`src/hw/rtl/rmsm_pkg.sv`:
```
`timescale 1ns / 1ps
// Shared constants and types of the RMS sound level meter.
package rmsm_pkg;

  localparam int SUM_W = 40;
  localparam int CNT_W = 13;
  localparam int DB_W = 11;
  localparam int CLS_W = 2;
  localparam int ROOT_W = 21;
  localparam int MAX_BLOCK_DEF = 256;
  localparam logic [DB_W-1:0] DB_MAX = 11'd1920;
  localparam logic [DB_W-1:0] HIGH_RESET = 11'd1120;
  localparam logic [DB_W-1:0] MEDIUM_RESET = 11'd800;
  localparam logic [22:0] LOG_TO_DB16 = 23'd6313057;

  localparam logic [CLS_W-1:0] CLS_LOW = 2'd0;
  localparam logic [CLS_W-1:0] CLS_MEDIUM = 2'd1;
  localparam logic [CLS_W-1:0] CLS_HIGH = 2'd2;

  localparam logic CFG_HIGH = 1'b0;
  localparam logic CFG_MEDIUM = 1'b1;

  // Datapath operations requested by the controller.
  typedef enum logic [2:0] {
    OP_NONE,
    OP_ACC,
    OP_DIV_INIT,
    OP_DIV_STEP,
    OP_SQRT_INIT,
    OP_SQRT_STEP,
    OP_LOG_INIT,
    OP_LOG_STEP
  } op_t;

  typedef struct packed {
    op_t op;
    logic mul_phase;
    logic scale;
    logic clear;
  } cmd_t;

  typedef struct packed {
    logic close;
  } status_t;

endpackage

```
`src/hw/rtl/rmsm_datapath.sv`:
```
`timescale 1ns / 1ps
// Datapath: accumulator, restoring divider, square root, log and dB scaling.
module rmsm_datapath #(
  parameter int MaxBlock = rmsm_pkg::MAX_BLOCK_DEF
) (
  input  logic                        clk,
  input  logic                        rst,
  input  rmsm_pkg::cmd_t              cmd,
  input  logic signed [15:0]          sample,
  input  logic                        block_end,
  input  logic [rmsm_pkg::DB_W-1:0]   high_level_db,
  input  logic [rmsm_pkg::DB_W-1:0]   medium_level_db,
  output rmsm_pkg::status_t           status,
  output logic [rmsm_pkg::DB_W-1:0]   level_db,
  output logic [rmsm_pkg::CLS_W-1:0]  loudness_class
);

  localparam int SW = rmsm_pkg::SUM_W;
  localparam int CW = rmsm_pkg::CNT_W;
  localparam int RW = rmsm_pkg::ROOT_W;
  localparam int DB_W_L = rmsm_pkg::DB_W;

  logic [SW-1:0] square_sum;
  logic [CW-1:0] sample_count;
  logic [SW-1:0] quo;
  logic [CW:0]   rem;
  logic [SW-1:0] sq_rem;
  logic [RW-1:0] root;
  logic [31:0]   x;
  logic [63:0]   prod;
  logic [15:0]   frac;
  logic [3:0]    expo;

  logic [15:0]   mag;
  logic [31:0]   sq;
  logic [SW:0]   sum_wide;
  logic [CW-1:0] cnt_inc;
  logic [CW:0]   rem_sh;
  logic [SW+1:0] sq_trial;
  logic [SW+1:0] sq_rem2;
  logic [RW:0]   root2;
  logic [61:0]   xs;
  logic [4:0]    top;
  logic [19:0]   lg;
  logic [42:0]   dbw;
  logic [DB_W_L-1:0] dbc;

  always_comb begin
    mag = sample[15] ? 16'(-sample) : 16'(sample);
    sq = 32'(mag) * 32'(mag);
    sum_wide = {1'b0, square_sum} + {9'd0, sq};
    cnt_inc = sample_count + 1'b1;
    rem_sh = {rem[CW-1:0], quo[SW-1]};
    // two sqrt digits from the top of the remaining mean
    sq_rem2 = {sq_rem, 2'b00};
    root2 = {root, 1'b0};
    sq_trial = {sq_rem2[SW+1:2], quo[SW-1:SW-2]} - {{(SW+1-RW-1){1'b0}}, root2, 1'b1};
    top = 5'd0;
    for (int i = 0; i < RW; i++) begin
      if (root[i]) top = 5'(i);
    end
    xs = 62'(x) * 62'(x) >> 30;
    lg = {expo, frac};
    dbw = 43'(prod[42:0]);
    dbc = (dbw[42:32] > rmsm_pkg::DB_MAX || dbw[42:32] == 11'h7ff) ?
          rmsm_pkg::DB_MAX : dbw[42:32];
  end

  assign status.close = block_end || (cnt_inc >= CW'(MaxBlock)) || (cnt_inc == '0);

  always_ff @(posedge clk) begin
    if (rst) begin
      square_sum <= '0;
      sample_count <= '0;
    end else begin
      case (cmd.op)
        rmsm_pkg::OP_ACC: begin
          square_sum <= sum_wide[SW] ? {SW{1'b1}} : sum_wide[SW-1:0];
          sample_count <= cnt_inc;
        end
        rmsm_pkg::OP_DIV_INIT: begin
          quo <= square_sum;
          rem <= '0;
          if (sample_count == '0) sample_count <= CW'(1);
        end
        rmsm_pkg::OP_DIV_STEP: begin
          if (rem_sh >= {1'b0, sample_count}) begin
            rem <= rem_sh - {1'b0, sample_count};
            quo <= {quo[SW-2:0], 1'b1};
          end else begin
            rem <= rem_sh;
            quo <= {quo[SW-2:0], 1'b0};
          end
        end
        rmsm_pkg::OP_SQRT_INIT: begin
          sq_rem <= '0;
          root <= '0;
        end
        rmsm_pkg::OP_SQRT_STEP: begin
          if (!sq_trial[SW+1]) begin
            sq_rem <= sq_trial[SW-1:0];
            root <= {root[RW-2:0], 1'b1};
          end else begin
            sq_rem <= {sq_rem2[SW-1:2], quo[SW-1:SW-2]};
            root <= {root[RW-2:0], 1'b0};
          end
          quo <= {quo[SW-3:0], 2'b00};
        end
        rmsm_pkg::OP_LOG_INIT: begin
          expo <= (root == '0) ? 4'd0 : 4'(top);
          x <= (root == '0) ? 32'h4000_0000 : 32'(64'(root) << (30 - top));
          frac <= '0;
        end
        rmsm_pkg::OP_LOG_STEP: begin
          if (cmd.scale) begin
            if (!cmd.mul_phase) prod <= 64'(lg) * 64'(rmsm_pkg::LOG_TO_DB16);
            else begin
              level_db <= dbc;
              if (dbc >= high_level_db) loudness_class <= rmsm_pkg::CLS_HIGH;
              else if (dbc >= medium_level_db) loudness_class <= rmsm_pkg::CLS_MEDIUM;
              else loudness_class <= rmsm_pkg::CLS_LOW;
            end
          end else if (!cmd.mul_phase) begin
            prod <= 64'(xs);
          end else begin
            if (prod[31]) begin
              x <= prod[32:1];
              frac <= {frac[14:0], 1'b1};
            end else begin
              x <= prod[31:0];
              frac <= {frac[14:0], 1'b0};
            end
          end
        end
        default: ;
      endcase
      if (cmd.clear) begin
        square_sum <= '0;
        sample_count <= '0;
      end
    end
  end

endmodule

```
`src/hw/rtl/rmsm_ctrl.sv`:
```
`timescale 1ns / 1ps
// Controller: sequences accumulate, divide, root, log and scale steps.
module rmsm_ctrl (
  input  logic              clk,
  input  logic              rst,
  input  logic              in_valid,
  output logic              in_stall,
  output logic              out_valid,
  input  logic              out_stall,
  input  rmsm_pkg::status_t status,
  output rmsm_pkg::cmd_t    cmd
);

  typedef enum logic [2:0] {
    S_IDLE, S_DIV, S_SQRT, S_LOG, S_SCALE, S_HOLD
  } state_t;

  state_t state;
  logic [5:0] cnt;
  logic phase;

  assign in_stall = (state != S_IDLE);

  always_comb begin
    cmd = '{op: rmsm_pkg::OP_NONE, mul_phase: phase, scale: 1'b0, clear: 1'b0};
    case (state)
      S_IDLE: if (in_valid) cmd.op = rmsm_pkg::OP_ACC;
      S_DIV: cmd.op = (cnt == 6'd0 && !phase) ? rmsm_pkg::OP_DIV_INIT :
                                                rmsm_pkg::OP_DIV_STEP;
      S_SQRT: cmd.op = (cnt == 6'd0 && !phase) ? rmsm_pkg::OP_SQRT_INIT :
                                                 rmsm_pkg::OP_SQRT_STEP;
      S_LOG: cmd.op = (cnt == 6'd0 && !phase) ? rmsm_pkg::OP_LOG_INIT :
                                                rmsm_pkg::OP_LOG_STEP;
      S_SCALE: begin
        cmd.scale = 1'b1;
        // hold the final write until the previous result has gone
        if (!phase || !out_valid) begin
          cmd.op = rmsm_pkg::OP_LOG_STEP;
          cmd.clear = phase;
        end
      end
      default: ;
    endcase
  end

  always_ff @(posedge clk) begin
    if (rst) begin
      state <= S_IDLE;
      cnt <= '0;
      phase <= 1'b0;
      out_valid <= 1'b0;
    end else begin
      if (out_valid && !out_stall) out_valid <= 1'b0;
      case (state)
        S_IDLE: if (in_valid && status.close) begin
          state <= S_DIV;
          cnt <= '0;
          phase <= 1'b0;
        end
        S_DIV: begin
          // init cycle, then 40 quotient bits
          if (!phase) phase <= 1'b1;
          else if (cnt == 6'd39) begin
            state <= S_SQRT; cnt <= '0; phase <= 1'b0;
          end else cnt <= cnt + 1'b1;
        end
        S_SQRT: begin
          if (!phase) phase <= 1'b1;
          else if (cnt == 6'd19) begin
            state <= S_LOG; cnt <= '0; phase <= 1'b0;
          end else cnt <= cnt + 1'b1;
        end
        S_LOG: begin
          // init, then square and normalise per fraction bit
          if (cnt == 6'd0 && !phase) begin
            cnt <= 6'd1;
          end else if (!phase) phase <= 1'b1;
          else begin
            phase <= 1'b0;
            if (cnt == 6'd16) begin
              state <= S_SCALE; cnt <= '0;
            end else cnt <= cnt + 1'b1;
          end
        end
        S_SCALE: begin
          if (!phase) phase <= 1'b1;
          else if (!out_valid) begin
            phase <= 1'b0;
            state <= S_IDLE;
            out_valid <= 1'b1;
          end
        end
        default: state <= S_IDLE;
      endcase
    end
  end

`ifndef SYNTHESIS
  a_busy_stall: assert property (@(posedge clk) disable iff (rst)
    state != S_IDLE |-> in_stall) else $error("busy without stall");
  a_out_after_scale: assert property (@(posedge clk) disable iff (rst)
    $rose(out_valid) |-> $past(state) == S_SCALE) else $error("bad result start");
  a_cnt_range: assert property (@(posedge clk) disable iff (rst)
    cnt <= 6'd39) else $error("step count out of range");
`endif

endmodule

```
`src/hw/rtl/block_rms_sound_level_meter.sv`:
```
`timescale 1ns / 1ps
// Top level of the block RMS sound level meter.
// Usage:
//   Input channel (in_valid/in_stall, sample, block_end) takes one signed
//   sample per transaction; its square is added to a saturating 40-bit sum.
//   A sample with block_end set, or the MAX_BLOCK-th sample, closes a block.
//   An ordinary sample is added without stalling. A closing sample starts
//   the sequencer: restoring division (one quotient bit a cycle), square
//   root (two radicand bits a cycle), log2 (init, then square and normalise
//   per fraction bit) and dB scaling, after which one result (level_db,
//   loudness_class) appears on the output channel (out_valid/out_stall) and
//   holds until taken. in_stall is high while the sequence runs; the next
//   sample can be taken in the same cycle as the result appears.
//   While the receiver stalls, the next block still accumulates; its sequence
//   holds in its last cycle until the earlier result is taken. Thresholds are
//   written through cfg_we/cfg_index/cfg_data; the user must do so only when
//   idle, the block does not enforce it. Synchronous reset clears sum, count
//   and pending result and loads the thresholds with 70 dB and 50 dB.
module block_rms_sound_level_meter #(
  parameter int MaxBlock = rmsm_pkg::MAX_BLOCK_DEF
) (
  input  logic                        clk,
  input  logic                        rst,
  input  logic                        in_valid,
  output logic                        in_stall,
  input  logic signed [15:0]          sample,
  input  logic                        block_end,
  output logic                        out_valid,
  input  logic                        out_stall,
  output logic [rmsm_pkg::DB_W-1:0]   level_db,
  output logic [rmsm_pkg::CLS_W-1:0]  loudness_class,
  input  logic                        cfg_we,
  input  logic                        cfg_index,
  input  logic [rmsm_pkg::DB_W-1:0]   cfg_data
);

  logic [rmsm_pkg::DB_W-1:0] high_level_db;
  logic [rmsm_pkg::DB_W-1:0] medium_level_db;
  rmsm_pkg::cmd_t cmd;
  rmsm_pkg::status_t status;

  always_ff @(posedge clk) begin
    if (rst) begin
      high_level_db <= rmsm_pkg::HIGH_RESET;
      medium_level_db <= rmsm_pkg::MEDIUM_RESET;
    end else if (cfg_we) begin
      if (cfg_index == rmsm_pkg::CFG_HIGH) high_level_db <= cfg_data;
      else medium_level_db <= cfg_data;
    end
  end

  rmsm_ctrl u_ctrl (
    .clk(clk), .rst(rst), .in_valid(in_valid), .in_stall(in_stall),
    .out_valid(out_valid), .out_stall(out_stall), .status(status), .cmd(cmd)
  );

  rmsm_datapath #(.MaxBlock(MaxBlock)) u_dp (
    .clk(clk), .rst(rst), .cmd(cmd), .sample(sample), .block_end(block_end),
    .high_level_db(high_level_db), .medium_level_db(medium_level_db),
    .status(status), .level_db(level_db), .loudness_class(loudness_class)
  );

endmodule
```
`config.mk`:
```
export PLATFORM = sky130hd
export DESIGN_NAME = block_rms_sound_level_meter
export DESIGN_NICKNAME = d
export VERILOG_FILES = /design/src/hw/rtl/rmsm_pkg.sv /design/src/hw/rtl/rmsm_datapath.sv /design/src/hw/rtl/rmsm_ctrl.sv /design/src/hw/rtl/block_rms_sound_level_meter.sv
export SDC_FILE = /design/constraint.sdc
export NUM_CORES = 2
export LEC_CHECK = 0
export BUFFER_PORTS_ARGS = -buffer_cell sky130_fd_sc_hd__clkbuf_2
export CORE_MARGIN = 2
export CORE_UTILIZATION = 61
export DETAILED_ROUTE_END_ITERATION = 10
export PLACE_DENSITY = 0.81
export SYNTH_ARGS = -nofsm -noshare
export SYNTH_HDL_FRONTEND = slang
export SYNTH_SLANG_ARGS = --single-unit
```
`constraint.sdc`:
```
create_clock -name clk -period 15.05 [get_ports clk]
set_input_delay 2.2575 -clock clk [delete_from_list [all_inputs] [get_ports clk]]
set_output_delay 2.2575 -clock clk [all_outputs]
set_load 0.01 [all_outputs]
```
### After elaboration in Yosys (flattened, before gate mapping)

Cells that the tools add are included.

* word-level logic and storage cells: 191
* output and inout port bits: 15
* input port bits: 34
* flip-flop bits (word level): 308

* bitwise logic cells: 3
* $lt $le $gt $ge: 5
* multiplexer cells: 88
* equality and inequality tests: 29
* shifts and indexed selects: 1
* multipliers: 3
* reduce and logical (&&, ||, !) cells: 37
* add/sub/neg operators: 7

Operators by type and width (number)
* 43-bit 2-to-1 mux: 3
* 32-bit 2-to-1 mux: 4
* 40-bit case mux with 3 select lines: 1
* 40-bit 2-to-1 mux: 2
* 40-bit case mux with 2 select lines: 1
* 32-bit case mux with 2 select lines: 1
* 32-bit by 32-bit multiplier with 62-bit output: 1
* 13-bit case mux with 2 select lines: 2
* 16-bit 2-to-1 mux: 3
* 6-bit 2-to-1 mux: 8
* 3-bit 2-to-1 mux: 15
* 20-bit by 23-bit multiplier with 43-bit output (second input constant): 1
* 21-bit case mux with 2 select lines: 1
* 42-bit by 23-bit subtractor with 42-bit output: 1
* 40-bit by 32-bit adder with 41-bit output: 1
* 16-bit by 16-bit multiplier with 32-bit output: 1
* 4-bit 2-to-1 mux: 8
* 16-bit case mux with 2 select lines: 1
* 21-bit by 32-bit << shifter with 32-bit output: 1
* 3-bit case mux with 5 select lines: 2
* 13-bit zero test: 2
* 13-bit 2-to-1 mux: 2
* 5-bit 2-to-1 mux: 5
* 6-bit case mux with 4 select lines: 1
* other kinds (39): 105

### Depth between registers and ports, before layout

* depth after elaboration: 24
* gate-level depth with buffers: 34
* mapped depth without buffers: 32

### Hierarchy

From an unflattened synthesis, not the netlist that was laid out.

* cell total of the unflattened synthesis: 6234
* area, all modules: 58808.9 um^2

Modules (own cells, without submodules)
* rmsm_datapath: area an instance 57081.0 um^2, seq. area each 7727.4 um^2, cells an instance 6037, times used 1
* block_rms_sound_level_meter: area an instance 907.1 um^2, seq. area each 440.4 um^2, cells an instance 88, times used 1
* rmsm_ctrl: area an instance 820.8 um^2, seq. area each 220.2 um^2, cells an instance 109, times used 1

### Least setup slack after synthesis

OpenSTA, ideal clock, no wires.

* path kind: input -> register
* start point: input sample[0]
* end point: register u_dp.square_sum[15]
* buffers on the path: 3
* setup slack: 5.198 ns
* data required time: 14.914 ns
* setup time: 0.136 ns
* stages on the path: 32
* arrival time: 9.716 ns
* cells stage by stage: clkbuf_1 > inv_1 > clkbuf_1 > ha_1 > nand2_1 > o31ai_1 > xor2_1 > inv_1 > nand2_1 > inv_1 > fa_1 > inv_1 > fa_1 > fa_1 > inv_1 > fa_1 > inv_1 > fa_1 > inv_1 > fa_1 > ha_1 > a21o_1 > a21o_1 > a2111oi_0 > o21ai_0 > o21ai_0 > a211oi_1 > and3_1 > a311o_1 > nand2_1 > clkbuf_1 > a31oi_1

* word-level cells in the longest chain between the ends: 5

Ends and longest elaborated chain
* from (decl): line block_rms_sound_level_meter.sv:26 `input logic signed [15:0] sample,`
* 16-bit negator: line rmsm_datapath.sv:49 `mag = sample[15] ? 16'(-sample) : 16'(sample);`
* 16-bit 2-to-1 mux (*): line rmsm_datapath.sv:49
* 16-bit by 16-bit multiplier with 32-bit output (*): line rmsm_datapath.sv:50 `sq = 32'(mag) * 32'(mag);`
* 40-bit by 32-bit adder with 41-bit output (*): line rmsm_datapath.sv:51 `sum_wide = {1'b0, square_sum} + {9'd0, sq};`
* 40-bit 2-to-1 mux (*): line rmsm_datapath.sv:78 `square_sum <= sum_wide[SW] ? {SW{1'b1}} : sum_wide[SW-1:0];`
* to (signal assigned): line rmsm_datapath.sv:78
* to (decl): line rmsm_datapath.sv:23 `logic [SW-1:0] square_sum;`

Every way passes the cells marked *; elsewhere a longest branch is shown, timed or not.
A chain may end at the register's enable or synchronous reset.

### Final worst setup path

* start point: input sample[0]
* end point: register u_dp.square_sum[14]

Same word-level chain as after synthesis.

==> summary.md <==
| Metric | Value |
|---|---|
| Outcome | finished, final reports clean |
| Initial DRC Count | 3212 |
| Worst-Margin Slew | 1.27 ns |
| Post-CTS setup buffers | 0 |
| GRT overflow | 0 |
| Die Ht | 314 µm |
| Crit path DAT | 11.53 ns |
| DRC | 0 |
| CTS root buffer | clkbuf_16 |
| Gpl congestion | 0.959 |
| CP required | 15.43 ns |
| Unrepaired setup endpoints after global routing | false |
| H-tree depth | 2 |
| # IOs | 49 |
| Largest net degree at the start of global routing | 74 |
| Synth Cell Area | 0.0588 mm² |
| Setup TNS Final | 0 ns |
| Cell family with most CP delay | adder cells |
| Clk slew on worst S/H paths | 0.06 ns |
| Register area share after synthesis | 14.3% |
| Core area | 0.0953 mm² |
| Min Tclk post-route | 11.15 ns |
| Clk Latency, worst-skew pair | 0.57 ns |
| Die W | 314 µm |
| Final setup vio count | 0 |
| Predominant post-synthesis flop cell | edfxtp_1 |
| DRT antenna net count | 0 |
| DRT met1 WL | 54700 µm |
| Final hold viol count | 0 |
| Clk sinks | 308 |
| WL final | 143000 µm |
| Worst min-delay path category | register to register |
| Peak per-stage delay on the critical path | 0.89 ns |
| TritonCTS buffer count | 35 |
| Via count | 43200 |
| Max Fclk | 0.0897 GHz |
| Critical-path top delay cell | nand2_1 |
| Vias in the first global route | 46400 |
| Top layer in use | met5 |
| Row count | 113 |
| CTS tree | built |
| YS warnings | 0 |
| CTS resizes | 0 |
| 1st-pass router iterations | 6 |
| Yosys cell types | 99 |
| Register bit total from synthesis | 308 |
| Post-synth EDFFs | 222 |
| Hold buffer count at cts | 0 |
| Cells after synthesis | 6258 |
| Crit end category | register |
| Clock Path Buffers | 3 |
| Final #Nets | 7933 |
| Filler instances | 7578 |
| Period utilisation layout | 74.1% |
| CP Buf/Inv Count | 8 |
| Async SR Flop Fraction | 0% |
| DR vias/cell | 5.77 |
| Met3 WL post-DR | 10400 µm |
| Slew Limit Headroom | 15.7% |
| Max_cap viols | 0 |
| Avg Synthesized Cell Area | 9.39 µm² |
| Die area | 0.0989 mm² |
| Port buffer count | 48 |
| Share of layout cells above drive strength 1 | 3.65% |
| Initial antenna violation count | 2 |
| Maximum fanout along the worst path | 30 |
| Setup Skew | 0.0370 ns |
| All-layer global routing usage | 30.2% |
| Startpoint Class | input pin |
| Starting Density | 61.7% |
| Max-slew violation count | 0 |
| First-pass GRT wire length | 237000 µm |
| WL/cell | 19.1 µm |
| P&R area growth vs syn | 4.59% |
| Hpwl dp | 113000 µm |
| Critical path class | input pin to register |
| Met2 WL post-DR | 71700 µm |
==> metrics by stage <==
| step | instance area [µm²] | worst slack (ns) | std cells | utilization, % | hold WS (ns) |
|---|---|---|---|---|---|
| global placement | 60300 | 3.77 | 7420 | 63.2 | 0.444 |
| floorplan | 58800 | 5.20 | 6266 | - | 0.432 |
| detailed placement | 60300 | 3.51 | 7420 | 63.2 | 0.448 |
| global route | 61500 | 3.48 | 7483 | 64.5 | 0.478 |
| finish | 61500 | 3.90 | 7484 | 64.5 | 0.454 |
| CTS | 61500 | 4.08 | 7483 | 64.5 | 0.456 |
==> placed cells by master (no fill, tap or decap), types with 17 or more instances in the layout <==
master     instances
a211oi_1          18
a21o_1            67
a21oi_1          260
a221o_1           17
a22oi_1           30
a31oi_1           47
and2_1           212
and3_1            22
buf_4             54
clkbuf_16         35
clkbuf_2          48
dfxtp_1           86
edfxtp_1         222
fa_1            1081
ha_1             626
inv_1           1445
mux2i_1           66
nand2_1          612
nand2b_1          33
nand3_1           52
nand4_1           34
nor2_1           344
nor2b_1           38
nor3_1            64
o211ai_1          19
o21a_1            29
o21ai_0          167
xnor2_1           93
xor2_1            86
==> final timing paths <==
kind	startpoint	endpoint	slack, ns	cells after the start
setup / recovery	sample[0]	u_dp.square_sum[14]	3.90	29
hold / removal	high_level_db[4]	high_level_db[4]	0.45	2
setup reg to reg	u_dp.x[16]	u_dp.prod[24]	5.44	25
hold reg to reg	high_level_db[4]	high_level_db[4]	0.45	2
==> worst min-delay path, stage by stage (launching register included) <==
cell	delay, ns
dfxtp_1	0.31
nand2_1	0.05
a21oi_1	0.05
==> sequential cells by signal, indices dropped and copies added, names as in the netlist <==
signal and count:
u_dp.square_sum 40, high_level_db 11, u_dp.rem 13, u_dp.sample_count 13, u_dp.root 21, u_ctrl.cnt 6
u_dp.x 32, u_dp.sq_rem 40, u_dp.quo 40, u_ctrl.out_valid 1, u_ctrl.state 3, u_dp.prod 43
medium_level_db 11, u_ctrl.phase 1, u_dp.level_db 11, u_dp.expo 4, u_dp.loudness_class 2, u_dp.frac 16
==> cell usage after synthesis, drive strengths merged, types with 66 or more instances <==
cell type     n  area, µm²
a21o         67        503
o21ai       175        876
nand2       614       2320
xor2         88        778
mux2i        67        683
ha          626       7830
dfxtp        86       1720
clkbuf      192        721
nor2        350       1320
and2        215       1350
a21oi       263       1330
nor3         66        335
inv        1449       5440
fa         1081      21600
edfxtp      222       6670
xnor2        95        847
==> logic make-up (layout without fill, tap and decap cells) <==
| kind of cell | count (synthesis) | after routing | synth area share (%) |
|---|---|---|---|
| DFF | 308 | 308 | 14.3 |
| muxes | 74 | 74 | 1.35 |
| AOI/OAI and AO/OA | 821 | 821 | 8.92 |
| adders and majority gates | 1707 | 1707 | 50.1 |
| and+or+nand+nor | 1494 | 1494 | 11.8 |
| xor gates and xnor gates | 183 | 183 | 2.76 |
| buffers and inverters | 1669 | 1621 | 10.8 |
| other | 2 | 11 | 0.0128 |
==> layout make-up <==
cell class	count	area, µm²	area share (%)
antenna	1	2.50	0.00407
clock buffer	43	956	1.55
clock inverter	20	265	0.431
inverter	1456	5470	8.89
multi-input combinational	4289	44200	71.9
sequential	308	8390	13.6
tap	1265	1580	2.57
timing repair buffer	102	646	1.05
==> layer usage <==
layer | global-route usage [%] | up-vias
met2 | 51.9 | 1685
met5 | 0 | -
li1 | - | 19500
met1 | 38.2 | 21600
met4 | 12.2 | 2
met3 | 4.80 | 410
Power is left out: the tool's default activity adds up to more than one toggle a clock period on the data nets, which glitch-free logic cannot reach.
